## src/hdl/bsnm_pkg.sv

```systemverilog
`timescale 1ns / 1ps
// Shared constants and types of the byte stream needle matcher.
package bsnm_pkg;

  // Defaults for the top-level parameters.
  localparam int MAX_NEEDLE_DEFAULT    = 8;
  localparam int POSITION_BITS_DEFAULT = 32;

  // Fixed field widths.
  localparam int BYTE_BITS      = 8;
  localparam int NEEDLE_BITS    = 64;
  localparam int NEEDLE_SLOTS   = NEEDLE_BITS / BYTE_BITS;
  localparam int SLOT_BITS      = $clog2(NEEDLE_SLOTS);
  localparam int LENGTH_BITS    = 4;
  localparam int OUT_BITS       = 32;
  localparam int RESULT_BITS    = 3 * OUT_BITS;
  localparam int CFG_INDEX_BITS = 2;

  localparam logic [BYTE_BITS-1:0] NEWLINE_CHAR = 8'h0A;

  // Configuration register indexes.
  typedef enum logic [CFG_INDEX_BITS-1:0] {
    REG_NEEDLE_BYTES  = 2'd0,
    REG_NEEDLE_LENGTH = 2'd1
  } cfg_reg_t;

  // One result word; the last field sits in the lowest bits.
  typedef struct packed {
    logic [OUT_BITS-1:0] column;
    logic [OUT_BITS-1:0] line_number;
    logic [OUT_BITS-1:0] match_offset;
  } result_t;

endpackage

```

## src/hdl/bsnm_match.sv

```systemverilog
`timescale 1ns / 1ps
// Parallel needle compare against the shifted byte window.
module bsnm_match #(
  parameter int MAX_NEEDLE = bsnm_pkg::MAX_NEEDLE_DEFAULT,
  parameter int LEN_W      = $clog2(MAX_NEEDLE + 1)
) (
  input  logic [MAX_NEEDLE-1:0][bsnm_pkg::BYTE_BITS-1:0] window_chars,
  input  logic [bsnm_pkg::NEEDLE_BITS-1:0]               needle_bytes,
  input  logic [LEN_W-1:0]                               match_len,
  input  logic [LEN_W-1:0]                               fresh,
  output logic                                           hit
);
  import bsnm_pkg::*;

  // Window entry j (newest at 0) must equal needle byte len-1-j.
  always_comb begin
    logic [LEN_W-1:0]     diff;
    logic [SLOT_BITS-1:0] sel;
    hit  = (fresh >= match_len);
    diff = '0;
    sel  = '0;
    for (int j = 0; j < MAX_NEEDLE; j++) begin
      if (LEN_W'(j) < match_len) begin
        diff = match_len - LEN_W'(j + 1);
        sel  = SLOT_BITS'(diff);
        if (window_chars[j] != needle_bytes[BYTE_BITS*sel +: BYTE_BITS]) begin
          hit = 1'b0;
        end
      end
    end
  end

endmodule

```

## src/hdl/byte_stream_needle_matcher.sv

```systemverilog
`timescale 1ns / 1ps
// Top level of the byte stream needle matcher.
//
// The block scans a file presented one byte per word on the input stream and reports the
// leftmost non-overlapping exact occurrences of a needle of 1 to MAX_NEEDLE bytes. Each match
// yields one output word holding the byte offset of the match's first byte, its 0-based line
// number and its column within that line; a line ends with, and includes, its newline byte.
// A match is detected on its final byte, in the same cycle as that byte is accepted, and the
// result word is registered. The block takes one byte per cycle unless stalled: all the work
// for a byte is the window shift, the parallel compare and the counter increments, done in a
// single pass between the state registers and the result register. A two-word result buffer
// (result register plus skid stage) lets input continue while a result waits; input stalls
// only when both hold a word. The offset, line and column counters saturate at
// 2^POSITION_BITS - 1 and their low 32 bits are reported. Setting tlast on a byte restarts all
// counters after that byte, so no match spans two files. The needle and its length are set
// through the configuration channel, which is always ready, and should be written only while
// the block is idle. A length of zero acts as one and a length above MAX_NEEDLE as MAX_NEEDLE.
module byte_stream_needle_matcher #(
  parameter int MAX_NEEDLE    = bsnm_pkg::MAX_NEEDLE_DEFAULT,
  parameter int POSITION_BITS = bsnm_pkg::POSITION_BITS_DEFAULT
) (
  input  logic                                  clk,
  input  logic                                  rst,
  input  logic                                  s_tvalid,
  output logic                                  s_tready,
  input  logic [bsnm_pkg::BYTE_BITS-1:0]        s_tdata,   // data_byte
  input  logic                                  s_tlast,   // last_byte
  output logic                                  m_tvalid,
  input  logic                                  m_tready,
  output logic [bsnm_pkg::RESULT_BITS-1:0]      m_tdata,   // match_offset, line_number, column
  input  logic                                  cfg_valid,
  output logic                                  cfg_ready,
  input  logic [bsnm_pkg::CFG_INDEX_BITS-1:0]   cfg_index,
  input  logic [bsnm_pkg::NEEDLE_BITS-1:0]      cfg_data
);
  import bsnm_pkg::*;

  localparam int LEN_W = $clog2(MAX_NEEDLE + 1);
  localparam int IDX_W = (MAX_NEEDLE > 1) ? $clog2(MAX_NEEDLE) : 1;
  localparam logic [POSITION_BITS-1:0] COUNT_MAX = {POSITION_BITS{1'b1}};

  // Configuration registers.
  logic [NEEDLE_BITS-1:0] needle_bytes;
  logic [LENGTH_BITS-1:0] needle_length;

  // Byte window, newest entry at index 0, with the line and column each byte arrived at.
  logic [MAX_NEEDLE-1:0][BYTE_BITS-1:0] window_chars;
  logic [MAX_NEEDLE-1:0][BYTE_BITS-1:0] shifted_chars;
  logic [POSITION_BITS-1:0]             window_lines   [MAX_NEEDLE];
  logic [POSITION_BITS-1:0]             window_columns [MAX_NEEDLE];
  logic [POSITION_BITS-1:0]             shifted_lines  [MAX_NEEDLE];
  logic [POSITION_BITS-1:0]             shifted_columns[MAX_NEEDLE];

  // Running counters for the next byte.
  logic [POSITION_BITS-1:0] byte_position;
  logic [POSITION_BITS-1:0] current_line;
  logic [POSITION_BITS-1:0] current_column;
  logic [LEN_W-1:0]         fresh_bytes;

  logic [LEN_W-1:0]         len;
  logic [LEN_W-1:0]         len_minus1;
  logic [IDX_W-1:0]         start_idx;
  logic [LEN_W-1:0]         fresh_inc;
  logic [POSITION_BITS-1:0] start_offset;
  logic                     hit;
  logic                     accept;
  logic                     is_newline;
  result_t                  new_result;

  // Two-word result buffer.
  logic    out_valid;
  result_t out_result;
  logic    skid_valid;
  result_t skid_result;
  logic    pop;
  logic    push;

  assign cfg_ready = 1'b1;

  always_ff @(posedge clk) begin
    if (rst) begin
      needle_bytes  <= '0;
      needle_length <= LENGTH_BITS'(1);
    end else if (cfg_valid && cfg_ready) begin
      case (cfg_index)
        REG_NEEDLE_BYTES:  needle_bytes  <= cfg_data;
        REG_NEEDLE_LENGTH: needle_length <= cfg_data[LENGTH_BITS-1:0];
        default: ;
      endcase
    end
  end

  // Length in use, clamped to the range the window supports.
  always_comb begin
    if (needle_length == '0) begin
      len = LEN_W'(1);
    end else if (needle_length > LENGTH_BITS'(MAX_NEEDLE)) begin
      len = LEN_W'(MAX_NEEDLE);
    end else begin
      len = LEN_W'(needle_length);
    end
  end

  assign len_minus1 = len - LEN_W'(1);
  assign start_idx  = IDX_W'(len_minus1);

  // The window as it stands once the incoming byte has been shifted in.
  always_comb begin
    shifted_chars[0]   = s_tdata;
    shifted_lines[0]   = current_line;
    shifted_columns[0] = current_column;
    for (int i = 1; i < MAX_NEEDLE; i++) begin
      shifted_chars[i]   = window_chars[i-1];
      shifted_lines[i]   = window_lines[i-1];
      shifted_columns[i] = window_columns[i-1];
    end
  end

  assign fresh_inc = (fresh_bytes < LEN_W'(MAX_NEEDLE)) ? fresh_bytes + LEN_W'(1) : fresh_bytes;

  bsnm_match #(
    .MAX_NEEDLE (MAX_NEEDLE),
    .LEN_W      (LEN_W)
  ) u_match (
    .window_chars (shifted_chars),
    .needle_bytes (needle_bytes),
    .match_len    (len),
    .fresh        (fresh_inc),
    .hit          (hit)
  );

  // The match starts len-1 bytes before the current one.
  assign start_offset = byte_position - POSITION_BITS'(len_minus1);

  always_comb begin
    new_result.match_offset = OUT_BITS'(start_offset);
    new_result.line_number  = OUT_BITS'(shifted_lines[start_idx]);
    new_result.column       = OUT_BITS'(shifted_columns[start_idx]);
  end

  assign accept     = s_tvalid && s_tready;
  assign is_newline = (s_tdata == NEWLINE_CHAR);

  // Window contents are only read once fresh_bytes vouches for them, so they carry no reset.
  always_ff @(posedge clk) begin
    if (accept) begin
      window_chars <= shifted_chars;
      for (int i = 0; i < MAX_NEEDLE; i++) begin
        window_lines[i]   <= shifted_lines[i];
        window_columns[i] <= shifted_columns[i];
      end
    end
  end

  always_ff @(posedge clk) begin
    if (rst) begin
      byte_position  <= '0;
      current_line   <= '0;
      current_column <= '0;
      fresh_bytes    <= '0;
    end else if (accept) begin
      if (s_tlast) begin
        byte_position  <= '0;
        current_line   <= '0;
        current_column <= '0;
        fresh_bytes    <= '0;
      end else begin
        byte_position <= (byte_position == COUNT_MAX) ? byte_position
                                                      : byte_position + POSITION_BITS'(1);
        if (is_newline) begin
          current_line   <= (current_line == COUNT_MAX) ? current_line
                                                        : current_line + POSITION_BITS'(1);
          current_column <= '0;
        end else begin
          current_column <= (current_column == COUNT_MAX) ? current_column
                                                          : current_column + POSITION_BITS'(1);
        end
        fresh_bytes <= hit ? '0 : fresh_inc;
      end
    end
  end

  // Result buffer: the skid stage only fills when the result register is stalled.
  assign pop  = out_valid && m_tready;
  assign push = accept && hit;

  always_ff @(posedge clk) begin
    if (rst) begin
      out_valid  <= 1'b0;
      skid_valid <= 1'b0;
    end else if (pop) begin
      if (skid_valid) begin
        out_valid  <= 1'b1;
        skid_valid <= push;
      end else begin
        out_valid <= push;
      end
    end else if (!out_valid) begin
      out_valid <= push;
    end else if (push) begin
      skid_valid <= 1'b1;
    end
  end

  always_ff @(posedge clk) begin
    if (pop) begin
      if (skid_valid) begin
        out_result <= skid_result;
        if (push) begin
          skid_result <= new_result;
        end
      end else if (push) begin
        out_result <= new_result;
      end
    end else if (!out_valid) begin
      if (push) begin
        out_result <= new_result;
      end
    end else if (push) begin
      skid_result <= new_result;
    end
  end

  assign s_tready = !skid_valid;
  assign m_tvalid = out_valid;
  assign m_tdata  = out_result;

endmodule

```

## config.mk

```make
export PLATFORM = sky130hd
export DESIGN_NAME = byte_stream_needle_matcher
export DESIGN_NICKNAME = d
export VERILOG_FILES = /design/src/hdl/bsnm_pkg.sv /design/src/hdl/bsnm_match.sv /design/src/hdl/byte_stream_needle_matcher.sv
export SDC_FILE = /design/constraint.sdc
export NUM_CORES = 1
export LEC_CHECK = 0
export BUFFER_PORTS_ARGS = -buffer_cell sky130_fd_sc_hd__buf_2
export CAP_MARGIN = 20
export CORE_UTILIZATION = 40
export DETAILED_ROUTE_END_ITERATION = 10
export PLACE_DENSITY = 0.67
export SETUP_SLACK_MARGIN = 0.15
export SYNTH_ARGS = -nofsm -noshare
export SYNTH_HDL_FRONTEND = slang
export SYNTH_SLANG_ARGS = --single-unit
```

## constraint.sdc

```tcl
create_clock -name clk -period 20.4 [get_ports clk]
set_input_delay 2.04 -clock clk [delete_from_list [all_inputs] [get_ports clk]]
set_output_delay 2.04 -clock clk [all_outputs]
set_load 0.05 [all_outputs]
```

==> impl_metrics.py <==
metrics = {
    "status": {
        "status": "finished clean",
    },
    "sta": {
        "fin_skew_ps": 27.52,
        "period_share_pct": 35.90,
        "hold_ws_ps": 428.4,
        "rsz0062_at_grt": "no",
        "fmax_mhz": 136.5,
        "period_needed_ps": 7324,
        "setup_violations": 0,
        "finalHoldViolations": 0,
        "max-slew-margin-rel_pct": 24.24,
        "totalNegativeSetupSlack_ps": 0,
        "worstMarginPinSlew_ps": 1136,
        "report.final.slew_viol_count": 0,
    },
    "synthesis": {
        "synth_edf_count": 696,
        "synth_warnings": 0,
        "syn_avg_cell_area_sq_um": 13.12,
        "synthArstFlopShare_pct": 0,
        "yosys_register_bits": 866,
        "synthesis.area_sq_mm": 0.04021,
        "synth.distinct_cells": 81,
        "syn_nets": 3159,
        "ys.flop_type": "edfxtp_1",
        "syn_inst": 3065,
        "seq_area_frac_synth_pct": 60.43,
    },
    "floorplan": {
        "die_x_um": 319.1,
        "die-area_sq_mm": 0.1018,
        "rows": 115,
        "die_h_um": 319.1,
        "io_pins": 179,
        "core_area_sq_mm": 0.09899,
        "start_util_pct": 40.62,
    },
    "cts": {
        "clock-root-buffer": "clkbuf_16",
        "post_cts_buffers": 0,
        "clk_pin_slew_ps": 60,
        "cts_buffer_depth": 3,
        "cts_tree": "done",
        "htreeDepth": 3,
        "clock_latency_ps": 670,
        "numCtsBuffers": 90,
        "cts_sinks": 866,
        "cts_hold_buf": 0,
        "cts_resized": 0,
    },
    "layout": {
        "fin_nets": 3242,
        "layout-drive-gt1-share_pct": 19.90,
        "multi_input_area_sq_mm": 0.01488,
        "layout_commonest_cell": "edfxtp_1",
        "layout_common_cells": "edfxtp_1, nand2_1, a21oi_1, buf_2, dfxtp_1",
        "register_area_sq_mm": 0.02431,
        "final_area_sq_mm": 0.04535,
        "syn_to_final_growth_pct": 12.76,
        "fillCellCount": 8729,
        "final_cells": 4514,
    },
    "placement": {
        "dpl.hpwl_um": 64510,
        "port_buffers": 177,
        "place.gp.congestion": 0.9647,
        "placed_cells": 4342,
        "placed_area_sq_mm": 0.04224,
    },
    "critical_path": {
        "cp.required_ps": 20910,
        "cp_max_fo": 52,
        "cp-end-kind": "register",
        "cp-start-kind": "register",
        "crit_type": "register to register",
        "critPathArrivalTime_ps": 7830,
        "r2r-end": "m_tdata[22]",
        "reg2reg_from": "needle_length[2]",
        "reg2reg_depth": 16,
        "rrSetupSlack_ps": 13080,
    },
    "pwr": {
        "total_power_uw": 4073,
        "p_per_area_mw_per_mm2": 89.83,
        "cellLeakagePower_uw": 0.01610,
        "peakVddDrop_mv": 0.05389,
    },
    "global_route": {
        "use_met3_pct": 3.842,
        "grt-busiest-layer": "met2",
        "grt_overflow": 0,
        "grt_pass1_wl_um": 152800,
        "grt_start_max_net_pins": 200,
        "antenna_found_initial": 3,
        "grt_pass1_vias": 25139,
        "grtUsageTotal_pct": 19.14,
        "grt_util_met1_pct": 26.72,
        "use_met2_pct": 29.37,
    },
    "hold_path": {
        "hold_path_startpoint": "window_columns[1][16]",
        "hold_class": "register to register",
        "hold_depth": 0,
        "hold_end": "window_columns[2][16]",
    },
    "route": {
        "vias": 26295,
        "vias_per_cell": 5.825,
        "antenna_left": 0,
        "drt_wl_total_um": 99300,
        "wl_per_cell_um": 22.00,
        "drt_iter0_drc": 2913,
        "drcViolationCount": 0,
        "dr.pass1.iters": 6,
    },
    "flow_run": {
        "cap_violations": 0,
    },
}
[through the flow]
stage	setup slack (ps)	util, %
3_3_place_gp	13200	42.66
3_5_place_dp	13090	42.67
4_1_cts	13160	45.79
5_1_grt	12660	45.80
2_1_floorplan	2674	-
6_report	13080	45.81
[layer usage]
layer / up-vias / wire length (um)
met3: 187 / 7461
met1: 13130 / 42920
met5: - / 13
met4: 2 / 3561
li1: 11966 / -
met2: 1010 / 45350
[cells by family after synthesis]
kind of cell,count (synthesis),share of synthesized area (%)
flip-flops,866,60.43
adder cells (fa/ha/maj),14,0.4543
AND/OR/NAND/NOR,931,11.50
AO/OA/AOI/OAI,558,9.807
XOR/XNOR,156,3.398
other,1,0.009325
multiplexers,263,11.62
buffers and inverters,276,2.775
[synth_stat cells (7+ instances only)]
cell type	instances	share of area, %
nor2_1	162	1.5
a31oi_1	10	0.16
ha_1	13	0.40
or2_2	13	0.20
a311o_1	96	2.4
o221ai_1	32	0.70
and4_1	18	0.39
nand4_1	27	0.42
a22oi_1	8	0.15
clkbuf_1	173	1.6
xor2_1	106	2.3
o211ai_1	16	0.30
buf_2	30	0.37
a21oi_1	211	2.6
buf_4	9	0.17
a211oi_1	13	0.24
dfxtp_1	170	8.5
mux4_2	156	8.7
o22ai_1	23	0.36
a32oi_1	33	0.72
nand2b_1	24	0.37
nor3_1	31	0.39
nand3b_1	9	0.17
xnor2_1	50	1.1
and3b_1	10	0.22
nand3_1	73	0.91
nand2_1	326	3.0
mux2_2	72	2.0
or4_1	7	0.13
or3_1	19	0.30
nor4_1	28	0.44
and2_1	101	1.6
nor2b_1	40	0.62
buf_1	22	0.21
mux2i_1	35	0.87
o32ai_1	7	0.15
o2111ai_1	11	0.24
inv_1	38	0.35
and3_1	22	0.34
o21ai_0	38	0.47
edfxtp_1	696	52
[worst max-delay path, cell delays in order, from the launching register on]
cell and delay [ps]:
dfxtp_2 600, nor2b_1 190, buf_4 200, clkinv_1 320
ha_1 410, buf_4 360, clkinv_1 560, a31oi_1 370
o2111ai_1 110, or4b_1 490, or4_1 550, or4_4 590
a211oi_4 250, buf_4 460, and2_4 630, buf_4 630
a311o_1 270
[cell type report]
| type | count | share of cell area, % |
|---|---|---|
| inverters | 40 | 0.3477 |
| clock inverters | 59 | 1.451 |
| diodes | 1 | 0.005518 |
| clock buffers | 111 | 5.369 |
| flip-flops and latches | 866 | 53.61 |
| multi-input cells | 1923 | 32.81 |
| repair buffers | 227 | 2.850 |
| well taps | 1287 | 3.551 |
[worst max path at each step]
stage                     endpoint              from  slack, ps
finish                 m_tdata[22]  needle_length[2]      13080
global route            m_tdata[0]  needle_length[2]      12660
detailed placement      m_tdata[0]  needle_length[2]      13090
floorplan           skid_result[0]          s_tvalid       2670
global placement        m_tdata[3]  needle_length[2]      13200
CTS                     m_tdata[0]  needle_length[2]      13160
[registers in the layout (all words and copies together), names as in the netlist]
signal	flops
byte_position	32
current_column	32
current_line	32
fresh_bytes	4
m_tdata	96
m_tvalid	1
needle_bytes	64
needle_length	4
shifted_chars	56
skid_result	96
skid_valid	1
window_columns	224
window_lines	224
[power by group]
group          switching (uW)  internal [uW]
Clock                     705            986
Sequential               51.4           1990
Combinational             214            128
Total                     971           3100
No activity file was read; power rests on OpenSTA's default activity.
